**src/pkn_pkg.sv**
```systemverilog
// Shared constants, status codes and code tables of the pad and key net code codec.
`timescale 1ns / 1ps
`default_nettype none

package pkn_pkg;

    // Frame status codes
    localparam logic [1:0] ST_OK       = 2'd0;
    localparam logic [1:0] ST_EMPTY    = 2'd1;
    localparam logic [1:0] ST_SIZE_ERR = 2'd2;
    localparam logic [1:0] ST_INACTIVE = 2'd3;

    // Key codes carried in the low seven bits of code byte 0
    localparam logic [6:0] CODE_EXEC     = 7'd127;
    localparam logic [6:0] CODE_CANCEL   = 7'd126;
    localparam logic [6:0] CODE_PAUSE    = 7'd125;
    localparam logic [6:0] CODE_KEY_BASE = 7'd36;

    // Idle code sent when no local input is encoded
    localparam logic [7:0] TX0_IDLE = 8'h83;
    localparam logic [7:0] TX1_IDLE = 8'hff;

    // Row masks for keys that travel in code byte 1 or in bit 7 of code byte 0
    localparam logic [7:0] ROW6_SENT_MASK = 8'h17;
    localparam logic [7:0] ROW8_SENT_MASK = 8'hf1;
    localparam logic [7:0] ROW6_FILL      = 8'he8;
    localparam logic [7:0] ROW8_FILL      = 8'h0e;

    // Released states
    localparam logic [7:0] ROW_IDLE = 8'hff;
    localparam logic [5:0] JOY_IDLE = 6'h3f;

    // Keyboard geometry
    localparam int unsigned NUM_ROWS    = 12;
    localparam int unsigned SCAN_ROWS   = 11;
    localparam int unsigned ROW_W       = 8;
    localparam int unsigned ROWS_W      = NUM_ROWS * ROW_W;
    localparam int unsigned EXEC_BIT    = 11 * ROW_W + 1;
    localparam int unsigned CANCEL_BIT  = 11 * ROW_W + 3;

    // Valid receive sizes
    localparam logic [7:0] SIZE_MIN = 8'd2;
    localparam logic [7:0] SIZE_MAX = 8'd16;

    // Joystick direction bits to net direction code
    function automatic logic [5:0] dir_to_net(input logic [3:0] dir);
        logic [5:0] code;
        case (dir)
            4'h0:    code = 6'd24;
            4'h1:    code = 6'd24;
            4'h2:    code = 6'd32;
            4'h3:    code = 6'd28;
            4'h4:    code = 6'd8;
            4'h5:    code = 6'd16;
            4'h6:    code = 6'd8;
            4'h7:    code = 6'd12;
            4'h8:    code = 6'd32;
            4'h9:    code = 6'd24;
            4'ha:    code = 6'd32;
            4'hb:    code = 6'd28;
            4'hc:    code = 6'd4;
            4'hd:    code = 6'd20;
            4'he:    code = 6'd4;
            default: code = 6'd0;
        endcase
        return code;
    endfunction

    // Net direction code back to joystick direction bits
    function automatic logic [3:0] net_to_dir(input logic [3:0] code);
        logic [3:0] dir;
        case (code)
            4'h0:    dir = 4'hf;
            4'h1:    dir = 4'he;
            4'h2:    dir = 4'h6;
            4'h3:    dir = 4'h7;
            4'h4:    dir = 4'h5;
            4'h5:    dir = 4'hd;
            4'h6:    dir = 4'h9;
            4'h7:    dir = 4'hb;
            4'h8:    dir = 4'ha;
            default: dir = 4'hf;
        endcase
        return dir;
    endfunction

endpackage

`default_nettype wire

```
**src/pad_key_netcode_codec.sv**
```systemverilog
// Top level of the pad and key net code codec: three-stage pipeline and register port.
//
//  Channel   | Direction | Handshake              | Content
//  ----------+-----------+------------------------+------------------------------------
//  s_*       | in        | s_tvalid / s_tready    | one frame of local and received input
//  m_*       | out       | m_tvalid / m_tready    | sent code, merged keys, pads, status
//  APB       | in/out    | psel, penable, pready  | session_active, local_player,
//            |           |                        | kbd_send at 0x0, 0x4, 0x8
//
// An accepted frame request moves from the stage 1 register through the stage 2 register
// into the result register; unless the output stalls, one request may enter in every
// cycle. Each stage holds its own valid bit and moves on when the stage after it is empty
// or moving, so gaps close up; once all three stages are full a waiting result holds the
// input. Reset (rst_n low) empties the pipeline and loads the registers with session off,
// player 1 and keyboard on. APB writes are meant to come while no request is in flight.
`timescale 1ns / 1ps
`default_nettype none

module pad_key_netcode_codec
    import pkn_pkg::*;
(
    input  wire logic         clk,
    input  wire logic         rst_n,
    // Input stream
    input  wire logic         s_tvalid,
    output logic              s_tready,
    // [63:0] key_rows_low, [95:64] key_rows_high, [101:96] local_joy1,
    // [107:102] local_joy2, [108] pause_pressed, [116:109] rx_p1_byte0,
    // [124:117] rx_p1_byte1, [132:125] rx_p2_byte0, [140:133] rx_p2_byte1,
    // [148:141] rx_size, [151:149] zero
    input  wire logic [151:0] s_tdata,
    // Output stream
    output logic              m_tvalid,
    input  wire logic         m_tready,
    // [7:0] tx_byte0, [15:8] tx_byte1, [79:16] key_rows_low_out,
    // [111:80] key_rows_high_out, [117:112] joy1_out, [123:118] joy2_out,
    // [124] pause_out, [126:125] frame_status, [127] zero
    output logic [127:0]      m_tdata,
    // Register port
    input  wire logic         psel,
    input  wire logic         penable,
    input  wire logic         pwrite,
    input  wire logic [3:0]   paddr,
    input  wire logic [31:0]  pwdata,
    output logic [31:0]       prdata,
    output logic              pready
);

    // Register byte addresses
    localparam logic [3:0] ADDR_SESSION  = 4'h0;
    localparam logic [3:0] ADDR_PLAYER   = 4'h4;
    localparam logic [3:0] ADDR_KEYBOARD = 4'h8;

    // What a received code byte 0 asks for
    typedef enum logic [2:0] {
        RX_JOY,
        RX_EXEC,
        RX_CANCEL,
        RX_PAUSE,
        RX_KEY
    } rx_kind_t;

    typedef struct packed {
        logic [ROWS_W-1:0] rows;
        logic [5:0]        joy1;
        logic [5:0]        joy2;
        logic              pause;
        logic [1:0]        status;
        logic              tx_active;
        logic [7:0]        tx0_base;
        logic [7:0]        tx1_kb;
        logic              kb_exec;
        logic              kb_cancel;
        rx_kind_t          kind_a;
        rx_kind_t          kind_b;
        logic [5:0]        joy_a;
        logic [5:0]        joy_b;
        logic [6:0]        key_a;
        logic [6:0]        key_b;
        logic [7:0]        m_row6;
        logic [7:0]        m_row8;
    } stage1_t;

    typedef struct packed {
        logic [ROWS_W-1:0]                rows;
        logic [5:0]                       joy1;
        logic [5:0]                       joy2;
        logic                             pause;
        logic [1:0]                       status;
        logic                             tx_active;
        logic [7:0]                       tx0_base;
        logic [7:0]                       tx1_kb;
        logic                             kb_exec;
        logic                             kb_cancel;
        logic [SCAN_ROWS-1:0]             row_hit;
        logic [SCAN_ROWS-1:0][2:0]        row_bit;
        logic [ROWS_W-1:0]                press;
        logic [5:0]                       dec_joy1;
        logic [5:0]                       dec_joy2;
        logic                             dec_pause;
        logic [7:0]                       m_row6;
        logic [7:0]                       m_row8;
    } stage2_t;

    typedef struct packed {
        logic [1:0]        frame_status;
        logic              pause_out;
        logic [5:0]        joy2_out;
        logic [5:0]        joy1_out;
        logic [31:0]       key_rows_high_out;
        logic [63:0]       key_rows_low_out;
        logic [7:0]        tx_byte1;
        logic [7:0]        tx_byte0;
    } result_t;

    logic       session_active_reg;
    logic [3:0] local_player_reg;
    logic       kbd_send_reg;

    logic    v1_reg, v2_reg, v3_reg;
    stage1_t s1_reg, s1_next;
    stage2_t s2_reg, s2_next;
    result_t s3_reg, s3_next;
    logic    en1, en2, en3;

    // Configuration registers
    always_ff @(posedge clk or negedge rst_n)
    begin
        if (!rst_n)
        begin
            session_active_reg <= 1'b0;
            local_player_reg   <= 4'd1;
            kbd_send_reg       <= 1'b1;
        end
        else if (psel && penable && pwrite)
        begin
            unique case (paddr)
                ADDR_SESSION:  session_active_reg <= pwdata[0];
                ADDR_PLAYER:   local_player_reg   <= pwdata[3:0];
                ADDR_KEYBOARD: kbd_send_reg       <= pwdata[0];
                default:       ;
            endcase
        end
    end

    // Register read-back
    always_comb
    begin
        unique case (paddr)
            ADDR_SESSION:  prdata = {31'd0, session_active_reg};
            ADDR_PLAYER:   prdata = {28'd0, local_player_reg};
            ADDR_KEYBOARD: prdata = {31'd0, kbd_send_reg};
            default:       prdata = 32'd0;
        endcase
    end

    assign pready = 1'b1;

    // Stage advance: each stage moves when the one after it is free
    assign en3      = !v3_reg || m_tready;
    assign en2      = !v2_reg || en3;
    assign en1      = !v1_reg || en2;
    assign s_tready = en1;
    assign m_tvalid = v3_reg;
    assign m_tdata  = {1'b0, s3_reg};

    function automatic rx_kind_t rx_kind(input logic [6:0] v);
        rx_kind_t k;
        if (v < CODE_KEY_BASE)
            k = RX_JOY;
        else if (v == CODE_EXEC)
            k = RX_EXEC;
        else if (v == CODE_CANCEL)
            k = RX_CANCEL;
        else if (v == CODE_PAUSE)
            k = RX_PAUSE;
        else
            k = RX_KEY;
        return k;
    endfunction

    // Stage 1: unpack the request, build the local code parts and classify received codes
    always_comb
    begin
        logic [7:0] a0, a1, b0, b1, m0, m1, sz, row6, row8, row11;
        logic [5:0] joy1;
        a0    = s_tdata[116:109];
        a1    = s_tdata[124:117];
        b0    = s_tdata[132:125];
        b1    = s_tdata[140:133];
        sz    = s_tdata[148:141];
        joy1  = s_tdata[101:96];
        row6  = s_tdata[55:48];
        row8  = s_tdata[71:64];
        row11 = s_tdata[95:88];
        m0    = a0 & b0;
        m1    = a1 & b1;

        s1_next.rows  = s_tdata[95:0];
        s1_next.joy1  = joy1;
        s1_next.joy2  = s_tdata[107:102];
        s1_next.pause = s_tdata[108];

        if (!session_active_reg)
            s1_next.status = ST_INACTIVE;
        else if (sz == 8'd0)
            s1_next.status = ST_EMPTY;
        else if (sz < SIZE_MIN || sz > SIZE_MAX)
            s1_next.status = ST_SIZE_ERR;
        else
            s1_next.status = ST_OK;

        s1_next.tx_active = session_active_reg &&
                            (local_player_reg == 4'd1 || local_player_reg == 4'd2);
        s1_next.tx0_base  = {row6[4], 1'b0, dir_to_net(joy1[3:0]) | {4'd0, joy1[5:4]}};
        s1_next.tx1_kb    = {row8[7:4], row6[2:0], row8[0]};
        s1_next.kb_exec   = !row11[1];
        s1_next.kb_cancel = !row11[3];

        s1_next.kind_a = rx_kind(a0[6:0]);
        s1_next.kind_b = rx_kind(b0[6:0]);
        s1_next.joy_a  = {a0[1:0], net_to_dir(a0[5:2])};
        s1_next.joy_b  = {b0[1:0], net_to_dir(b0[5:2])};
        s1_next.key_a  = a0[6:0] - CODE_KEY_BASE;
        s1_next.key_b  = b0[6:0] - CODE_KEY_BASE;
        s1_next.m_row8 = m1 | ROW8_FILL;
        s1_next.m_row6 = {3'b000, m0[7], 1'b0, m1[3:1]} | ROW6_FILL;
    end

    // Key matrix bit that one received code presses
    function automatic logic [ROWS_W-1:0] press_mask(input rx_kind_t k, input logic [6:0] key);
        logic [ROWS_W-1:0] m;
        m = '0;
        case (k)
            RX_EXEC:   m[EXEC_BIT]   = 1'b1;
            RX_CANCEL: m[CANCEL_BIT] = 1'b1;
            RX_KEY:    m[key]        = 1'b1;
            default:   m = '0;
        endcase
        return m;
    endfunction

    // Stage 2: scan each local row 0 to 10 for its first pressed key and expand received codes
    always_comb
    begin
        logic [SCAN_ROWS-1:0][7:0] ck;
        for (int r = 0; r < SCAN_ROWS; r++)
        begin
            ck[r] = s1_reg.rows[r*ROW_W +: ROW_W];
        end
        ck[6] = ck[6] | ROW6_SENT_MASK;
        ck[8] = ck[8] | ROW8_SENT_MASK;

        s2_next.rows      = s1_reg.rows;
        s2_next.joy1      = s1_reg.joy1;
        s2_next.joy2      = s1_reg.joy2;
        s2_next.pause     = s1_reg.pause;
        s2_next.status    = s1_reg.status;
        s2_next.tx_active = s1_reg.tx_active;
        s2_next.tx0_base  = s1_reg.tx0_base;
        s2_next.tx1_kb    = s1_reg.tx1_kb;
        s2_next.kb_exec   = s1_reg.kb_exec;
        s2_next.kb_cancel = s1_reg.kb_cancel;
        s2_next.m_row6    = s1_reg.m_row6;
        s2_next.m_row8    = s1_reg.m_row8;

        for (int r = 0; r < SCAN_ROWS; r++)
        begin
            s2_next.row_hit[r] = (ck[r] != ROW_IDLE);
            s2_next.row_bit[r] = 3'd0;
            for (int j = ROW_W - 1; j >= 0; j--)
            begin
                if (!ck[r][j])
                    s2_next.row_bit[r] = 3'(j);
            end
        end

        s2_next.press     = press_mask(s1_reg.kind_a, s1_reg.key_a) |
                            press_mask(s1_reg.kind_b, s1_reg.key_b);
        s2_next.dec_joy1  = (s1_reg.kind_a == RX_JOY) ? s1_reg.joy_a : JOY_IDLE;
        s2_next.dec_joy2  = (s1_reg.kind_b == RX_JOY) ? s1_reg.joy_b : JOY_IDLE;
        s2_next.dec_pause = (s1_reg.kind_a == RX_PAUSE) || (s1_reg.kind_b == RX_PAUSE);
    end

    // Stage 3: pick the sent key code and assemble the result
    always_comb
    begin
        logic [6:0]        key_code;
        logic              key_found;
        logic [ROWS_W-1:0] dec_rows;
        logic [ROWS_W-1:0] out_rows;

        // First row, counting up, that holds a pressed key
        key_found = 1'b0;
        key_code  = 7'd0;
        for (int r = SCAN_ROWS - 1; r >= 0; r--)
        begin
            if (s2_reg.row_hit[r])
            begin
                key_found = 1'b1;
                key_code  = CODE_KEY_BASE + {r[3:0], s2_reg.row_bit[r]};
            end
        end

        // Sent code bytes
        if (!s2_reg.tx_active)
        begin
            s3_next.tx_byte0 = TX0_IDLE;
            s3_next.tx_byte1 = TX1_IDLE;
        end
        else if (!kbd_send_reg)
        begin
            s3_next.tx_byte0 = s2_reg.tx0_base | 8'h80;
            s3_next.tx_byte1 = TX1_IDLE;
        end
        else
        begin
            s3_next.tx_byte1 = s2_reg.tx1_kb;
            if (s2_reg.kb_exec)
                s3_next.tx_byte0 = {s2_reg.tx0_base[7], CODE_EXEC};
            else if (s2_reg.kb_cancel)
                s3_next.tx_byte0 = {s2_reg.tx0_base[7], CODE_CANCEL};
            else if (s2_reg.pause)
                s3_next.tx_byte0 = {s2_reg.tx0_base[7], CODE_PAUSE};
            else if (key_found)
                s3_next.tx_byte0 = {s2_reg.tx0_base[7], key_code};
            else
                s3_next.tx_byte0 = s2_reg.tx0_base;
        end

        // Merged matrix from the received codes
        dec_rows = {ROW_IDLE, ROW_IDLE, ROW_IDLE, s2_reg.m_row8, ROW_IDLE, s2_reg.m_row6,
                    {6{ROW_IDLE}}} & ~s2_reg.press;

        case (s2_reg.status)
            ST_OK:
            begin
                out_rows           = dec_rows;
                s3_next.joy1_out   = s2_reg.dec_joy1;
                s3_next.joy2_out   = s2_reg.dec_joy2;
                s3_next.pause_out  = s2_reg.dec_pause;
            end
            ST_EMPTY:
            begin
                out_rows           = {NUM_ROWS{ROW_IDLE}};
                s3_next.joy1_out   = JOY_IDLE;
                s3_next.joy2_out   = JOY_IDLE;
                s3_next.pause_out  = 1'b0;
            end
            default:
            begin
                out_rows           = s2_reg.rows;
                s3_next.joy1_out   = s2_reg.joy1;
                s3_next.joy2_out   = s2_reg.joy2;
                s3_next.pause_out  = s2_reg.pause;
            end
        endcase

        s3_next.key_rows_low_out  = out_rows[63:0];
        s3_next.key_rows_high_out = out_rows[95:64];
        s3_next.frame_status      = s2_reg.status;
    end

    // Pipeline valid bits
    always_ff @(posedge clk or negedge rst_n)
    begin
        if (!rst_n)
        begin
            v1_reg <= 1'b0;
            v2_reg <= 1'b0;
            v3_reg <= 1'b0;
        end
        else
        begin
            if (en1)
                v1_reg <= s_tvalid;
            if (en2)
                v2_reg <= v1_reg;
            if (en3)
                v3_reg <= v2_reg;
        end
    end

    // Pipeline payload
    always_ff @(posedge clk)
    begin
        if (en1 && s_tvalid)
            s1_reg <= s1_next;
        if (en2 && v1_reg)
            s2_reg <= s2_next;
        if (en3 && v2_reg)
            s3_reg <= s3_next;
    end

endmodule

`default_nettype wire
```
**config.mk**
```make
export PLATFORM = sky130hd
export DESIGN_NAME = pad_key_netcode_codec
export DESIGN_NICKNAME = d
export VERILOG_FILES = /design/src/pkn_pkg.sv /design/src/pad_key_netcode_codec.sv
export SDC_FILE = /design/constraint.sdc
export NUM_CORES = 1
export LEC_CHECK = 0
export ABC_AREA = 1
export BUFFER_PORTS_ARGS = -buffer_cell sky130_fd_sc_hd__buf_2
export CORE_UTILIZATION = 50
export DETAILED_ROUTE_END_ITERATION = 8
export PLACE_DENSITY_LB_ADDON = 0.08
export SLEW_MARGIN = 20
export SYNTH_ARGS = -nofsm -noshare
export SYNTH_HDL_FRONTEND = slang
export SYNTH_SLANG_ARGS = --single-unit
```
**constraint.sdc**
```tcl
create_clock -name clk -period 7.85 [get_ports clk]
set_input_delay 0 -clock clk [delete_from_list [all_inputs] [get_ports clk]]
set_output_delay 0 -clock clk [all_outputs]
set_load 0.02 [all_outputs]
```
==> results of run 1 <==
## path summary, 6_finish.rpt
| path | cells after the start | to | slack [ps] | startpoint |
|---|---|---|---|---|
| worst max-delay path | 6 | s1_reg[147] | 5120 | m_tvalid |
| worst min register to register | 0 | s2_reg[7] | 420 | s1_reg[7] |
| max in group asynchronous | 3 | local_player_reg[0] | 7110 | rst_n |
| worst min-delay path | 2 | s1_reg[163] | 100 | s_tdata[81] |
| min in group asynchronous | 3 | session_active_reg | 410 | rst_n |
| worst max register to register | 6 | s1_reg[147] | 5120 | m_tvalid |
## cell usage in the layout (no fill, tap or decap), types with 2 or more instances in the layout
master / count
a21boi_0: 11
a21oi_1: 137
a21oi_2: 2
a31oi_1: 15
and3_1: 2
buf_12: 2
buf_2: 296
buf_4: 4
bufinv_16: 8
clkbuf_1: 13
clkbuf_16: 59
clkinv_1: 15
clkinv_2: 9
conb_1: 30
dfrtp_1: 7
dfstp_2: 2
dlygate4sd3_1: 173
edfxtp_1: 561
ha_1: 8
inv_1: 178
inv_2: 4
inv_6: 3
nand2_1: 184
nand2_2: 19
nand3_1: 26
nand3b_1: 3
nand4_1: 13
nor2_1: 161
nor2_2: 2
nor2_4: 2
nor3_1: 33
nor3_4: 3
nor4_2: 2
o21ai_0: 27
o21ai_1: 4
o22a_1: 10
o22ai_1: 97
xor2_1: 5
## final cells by class
cell class,instances,area [sq um]
sequential,570,17070
fill,3255,15540
multi-input combinational,808,4028
timing repair buffer,475,3283
clock buffer,72,1525
tap,585,732.0
inverter,185,706.9
clock inverter,35,371.6
antenna,1,2.502
## routing by layer
layer  GRT usage (%)  part of all wire [%]  vias up
met2           39.94                    50      496
met3           4.317                   6.0       68
met5               0                     0        -
met4           6.547                   2.1        0
met1           32.32                    42     6921
li1                -                     -     6715
## critical path, stage by stage, from the launching register on
cell     delay [ps]
dfrtp_1         420
nand2_1         110
nor2_1           60
nand2_1          90
nand2_1         120
inv_6           610
buf_4           790
## synth_stat cells (2+ instances only)
cell type  instances
edfxtp_1         561
nand2_1          184
inv_1            180
nor2_1           162
a21oi_1          138
o22ai_1           97
nor3_1            33
buf_4             30
o21ai_0           27
nand3_1           26
nand2_2           19
clkbuf_1          18
a31oi_1           15
nand4_1           13
a21boi_0          11
o22a_1            10
ha_1               8
dfrtp_1            7
xor2_1             5
buf_2              4
inv_2              4
o21ai_1            4
nand3b_1           3
nor3_4             3
a21oi_2            2
and3_1             2
conb_1             2
dfstp_2            2
nor2_2             2
nor4_2             2
## kinds of logic (layout without fill, tap and decap cells)
| kind of cell | count (synthesis) | count (layout) |
|---|---|---|
| adders and majority gates | 8 | 8 |
| and+or+nand+nor | 454 | 454 |
| buffers and inverters | 238 | 767 |
| xor gates and xnor gates | 5 | 5 |
| DFF | 570 | 570 |
| AOI/OAI and AO/OA | 311 | 311 |
| other | 2 | 31 |
## power by group through the flow
stage	Clock, mW	Sequential [mW]	Combinational, mW
final	2.75	4.14	0.970
after global routing	2.92	4.18	1.06
after CTS	2.80	4.14	0.980
after detailed placement	0	4.20	0.907
after global placement	0	4.20	0.891
after floorplan	0	4.40	0.404
## stage by stage
stage | hold WS [ps] | std cells | area (sq um)
after floorplan | -295.6 | 1616 | 22090
after global placement | -141.7 | 2450 | 24090
after detailed placement | -130.9 | 2450 | 24090
after CTS | 60.60 | 2730 | 27720
after global routing | 71.96 | 2730 | 27720
final | 103.3 | 2731 | 27720
## repair_timing
item	in CTS	in global routing
hold endpoints to repair	172	0
hold buffers	173	0
buffers inserted	0	0
endpoints found under the setup margin	0	0
==> results.yml, run 1 <==
floorplanning:
  num_rows: 76
  core_sq_um: 43270
  start_util_pct: 50.82
  num_io_pins: 358
  die_area_sq_um: 44820
  die_x_um: 211.7
  die_h_um: 211.7
timing:
  final_hold_viol_count: 0
  rsz0062_at_grt: "false"
  tns_ps: 0
  fin_crit_sh_pct: 34.83
  setup_slack_ps: 5116
  finalSetupViolCount: 0
  max_freq_ghz: 0.3658
  drv_slew: 0
  tightest_slew_ps: 952.2
  fin_crit_ps: 2734
  fin_skew_ps: 8.815
  max_slew_margin_pct: 36.52
power_and_ir_drop:
  sw_frac_of_total_pct: 25.36
  switching_power_mw: 1.993
  leakage_nw: 10.63
  pwr-share-seq_pct: 52.7
  power.internal_mw: 5.868
  power_frac_comb_pct: 12.3
  power_density_nw_per_um2: 283.6
  power.total_mw: 7.861
  ir_drop_uv: 253.7
  p_clk_share_pct: 35.0
placed_design:
  gp_congestion: 0.8627
  hpwl_um: 34310
  dp_slack_ps: 5097
  port_buffers: 296
clock_tree:
  cts_tree: "built"
  tritoncts.num_buffers: 58
  clock-sinks: 570
  cts.clk_slew.worst_paths_ps: 60
  cts-root-buf: "clkbuf_16"
  clk_latency_ps: 600
  ctsResizeCount: 0
  cts_buffer_depth: 3
  htree_levels: 2
critical_path:
  cp.arrival_ps: 2950
  crit_type: "flip-flop to flip-flop"
  worstPathRequired_ps: 8070
  cp_max_fo: 88
  endpoint_kind: "flip-flop"
  cp-start-kind: "flip-flop"
drt:
  wl_per_cell_um: 19.59
  dr.pass1.iters: 7
  vias: 14200
  drt_iter0_drc: 1332
  drc_errors: 0
  wl_um: 53490
  via_per_inst: 5.200
  ant_nets: 0
synth:
  syn-cell-area_sq_um: 21990
  synth-compound-area-share_pct: 8.154
  synth_area_per_cell_sq_um: 13.85
  yosys.area_share.simple_pct: 8.910
  synth_mux_area_share_pct: 0
  synth_top_area_cell: "edfxtp_1"
  synthesis.instances: 1588
  synth_xor_xnor_area_share_pct: 0.1991
  yosys_warnings: 0
  yosysSeqAreaShare_pct: 77.64
  yosys_register_bits: 570
  synth_top_area_share_pct: 76.61
  synth_top_family_by_area: "simple AND/OR/NAND/NOR gates"
  ys_top_cells_by_area: "edfxtp_1 (77%), a21oi_1 (3.1%), nand2_1 (3.1%)"
  synth_edf_count: 561
  synth.distinct_cells: 44
  ys.flop_type: "edfxtp_1"
  synthAdderAreaFrac_pct: 0.4552
  synthArstFlopShare_pct: 1.579
grt:
  grt_pass1_wl_um: 79110
  grt_pass1_vias: 13941
  antenna_found_initial: 0
  track_usage_pct: 23.91
  grt-ovfl-total: 0
  grt_max_degree: 151
outcome:
  status: "completed"
layout:
  largest_reg_flops: 279
  syn2layout_area_growth_pct: 26.07
  nets: 2301
  final_layout_size_suffix_gt1_share_pct: 19.77
  fin_util_pct: 64.07
worst_hold_path:
  hold_path_class: "primary input to flip-flop"
job:
  maxCapViolCount: 0
Power figures use the tool's default switching activity.
==> run 2, diff against run 1 <==
- ABC_AREA: 1 -> 0
- clock period: 7.85 -> 2.31 ns (I/O delays scaled with it)
==> run 2 against run 1 <==
Count of clock-buffer cells in the layout is 4 lower. Area after synthesis is 2.2% higher. Clock power grew to 3.3 times the previous value. Maximum frequency is 27% higher. Wire length is 7.0% higher. Critical path depth is 1 lower. Critical path type unchanged. Largest power group unchanged.
==> results.yml, run 2 <==
timing:
  rsz0062_at_grt: "false"
  final_hold_viol_count: 0
  whs_ps: 100.5
  fin_skew_ps: 23.85
  max_slew_margin_pct: 56.00
  max_freq_ghz: 0.4637
  fin_crit_sh_pct: 93.35
  tns_ps: 0
  tightest_slew_ps: 651.5
  setup_slack_ps: 153.6
  fin_crit_ps: 2156
  drv_slew: 0
  finalSetupViolCount: 0
critical_path:
  worstPathRequired_ps: 2650
  crit_end: "m_tdata[1]"
  crit_chain: "a211oi_1 > o21ai_0 > a311oi_2 > a21oi_1 > or4_1"
  rrSetupSlack_ps: 150
  crit_start: "s2_reg[160]"
  endpoint_kind: "flip-flop"
  rr_startpoint: "s2_reg[160]"
  slowest_delay_ps: 540
  crit_buf_inv: 0
  r2r_end: "m_tdata[1]"
  cp_max_fo: 11
  r2r_cells: 5
  cp_slowest_cell: "edfxtp_1"
  crit_type: "flip-flop to flip-flop"
  cp.arrival_ps: 2500
  cp.depth: 5
  cp-start-kind: "flip-flop"
  worst_path_dominant_cell_family: "compound AO/OA/AOI/OAI gates"
drt:
  ant_nets: 0
  via_per_inst: 5.356
  drc_errors: 0
  vias: 14494
  wl_um: 57250
  drt_iter0_drc: 1433
  wl_per_cell_um: 21.16
  dr.pass1.iters: 5
clock_tree:
  cts.clk_slew.worst_paths_ps: 60
  clock-sinks: 570
  cts_tree: "built"
  cts_setup_buffers: 0
  tritoncts.num_buffers: 57
  cts_buffer_depth: 3
  clk_latency_ps: 610
  htree_levels: 2
  cts-root-buf: "clkbuf_16"
synth:
  yosysSeqAreaShare_pct: 76.00
  ys_top_cells_by_area: "edfxtp_1 (75%), o22ai_1 (2.6%), a21oi_1 (2.5%)"
  yosys_warnings: 0
  synth_edf_count: 561
  synth_top_area_share_pct: 74.98
  synth_area_per_cell_sq_um: 14.54
  synthArstFlopShare_pct: 1.579
  synthesis.instances: 1545
  yosysMostFrequentCell: "edfxtp_1"
  ys.flop_type: "edfxtp_1"
  synth_commonest_cells: "edfxtp_1 (561), nand2_1 (126), a21oi_1 (111), inv_1 (98), o22ai_1 (94)"
  yosys_register_bits: 570
  syn-cell-area_sq_um: 22470
  synth.distinct_cells: 66
  synth_top_area_cell: "edfxtp_1"
grt:
  antenna_found_initial: 0
  grt_pass1_wl_um: 85230
  grt-ovfl-total: 0
  grt_pass1_vias: 14257
  track_usage_pct: 24.84
  grt_max_degree: 81
layout:
  syn2layout_area_growth_pct: 26.83
  nets: 2273
  mostFrequentLayoutCells: "edfxtp_1 (561), buf_2 (296), dlygate4sd3_1 (171)"
  final_layout_size_suffix_gt1_share_pct: 22.00
  diodes: 0
  final_common_cell: "edfxtp_1"
  largest_reg_flops: 279
power_and_ir_drop:
  ir_drop_uv: 475.0
  power_density_nw_per_um2: 850.3
  power.total_mw: 24.23
  leakage_nw: 10.50
floorplanning:
  die_area_sq_um: 45790
  die_x_um: 214.0
  start_util_pct: 50.80
  num_io_pins: 358
  num_rows: 77
  die_h_um: 214.0
  core_sq_um: 44220
placed_design:
  dp_slack_ps: -40.38
  gp_congestion: 0.9126
  port_buffers: 296
  hpwl_um: 37920
worst_hold_path:
  hold_path_class: "primary input to flip-flop"
job:
  maxCapViolCount: 0
outcome:
  status: "completed"
==> run 2: cell types whose count changed after synthesis, sizes merged, moves of 11 or more <==
cell and delta:
nor3 -11, nor2 -97, nor3b +54, and2 +18, nor2b +69, o21ai +15, nand2b +19, a21oi -29
inv -86, nand2 -76, nand3 -15, clkbuf +24
==> run 2: worst min path at each step <==
| stage | from | endpoint | cells past startpoint |
|---|---|---|---|
| detailed placement | rst_n | local_player_reg[1] | 1 |
| global route | s_tdata[79] | s1_reg[161] | 2 |
| floorplan | rst_n | local_player_reg[1] | 0 |
| global placement | rst_n | local_player_reg[1] | 1 |
| CTS | s_tdata[40] | s1_reg[122] | 2 |
| finish | s_tdata[75] | s1_reg[157] | 2 |
==> run 2: logic make-up (layout without fill, tap and decap cells) <==
group / after synthesis / after routing / synth area share [%]
DFF: 570 / 570 / 76.00
AOI/OAI and AO/OA: 314 / 314 / 8.320
other: 2 / 30 / 0.03343
adders and majority gates: 8 / 8 / 0.4456
and+or+nand+nor: 454 / 454 / 10.92
buffers and inverters: 181 / 722 / 3.570
xor gates and xnor gates: 7 / 7 / 0.2729
muxes: 9 / 9 / 0.4400
==> run 2: per-layer routing <==
| metal | share of wire [%] | vias up | global-route usage, % |
|---|---|---|---|
| li1 | - | 6775 | - |
| met4 | 2.5 | 0 | 6.715 |
| met1 | 43 | 7108 | 33.92 |
| met2 | 48 | 521 | 40.42 |
| met5 | 0 | - | 0 |
| met3 | 6.3 | 90 | 5.402 |
==> run 2: area by class of cell <==
cell class | instances | area (sq um)
clock buffer | 68 | 1468
fill | 3252 | 15730
clock inverter | 35 | 369.1
sequential | 570 | 17080
tap | 592 | 740.7
inverter | 98 | 367.9
timing repair buffer | 521 | 3736
multi-input combinational | 822 | 4737
==> run 2: repair_timing <==
item                       in CTS  in global routing
pin swaps                       0                  0
gates resized for setup         2                  3
hold endpoints to repair      173                  0
hold buffers                  171                  0
setup endpoints to repair       2                  2
==> run 2: power by group <==
group	leakage [nW]	internal, mW	switching, mW
sequential	5.48	12.4	0.394
combinational	4.12	0.813	1.40
clock	0.897	5.40	3.80
total	10.5	18.6	5.59
==> run 2: worst register-to-register path, delay by kind of cell, from the launching register on <==
kind            cells  cell delay, ps
simple gates        1             480
compound gates      4             870
flops               1             540
==> run 2: metrics by stage <==
step,util (%),instance area (sq um),instances
after CTS,64.40,28480,2706
after floorplan,-,22590,1573
after detailed placement,56.37,24930,2432
after global placement,56.37,24930,2432
after global routing,64.43,28490,2706
final,64.43,28490,2706
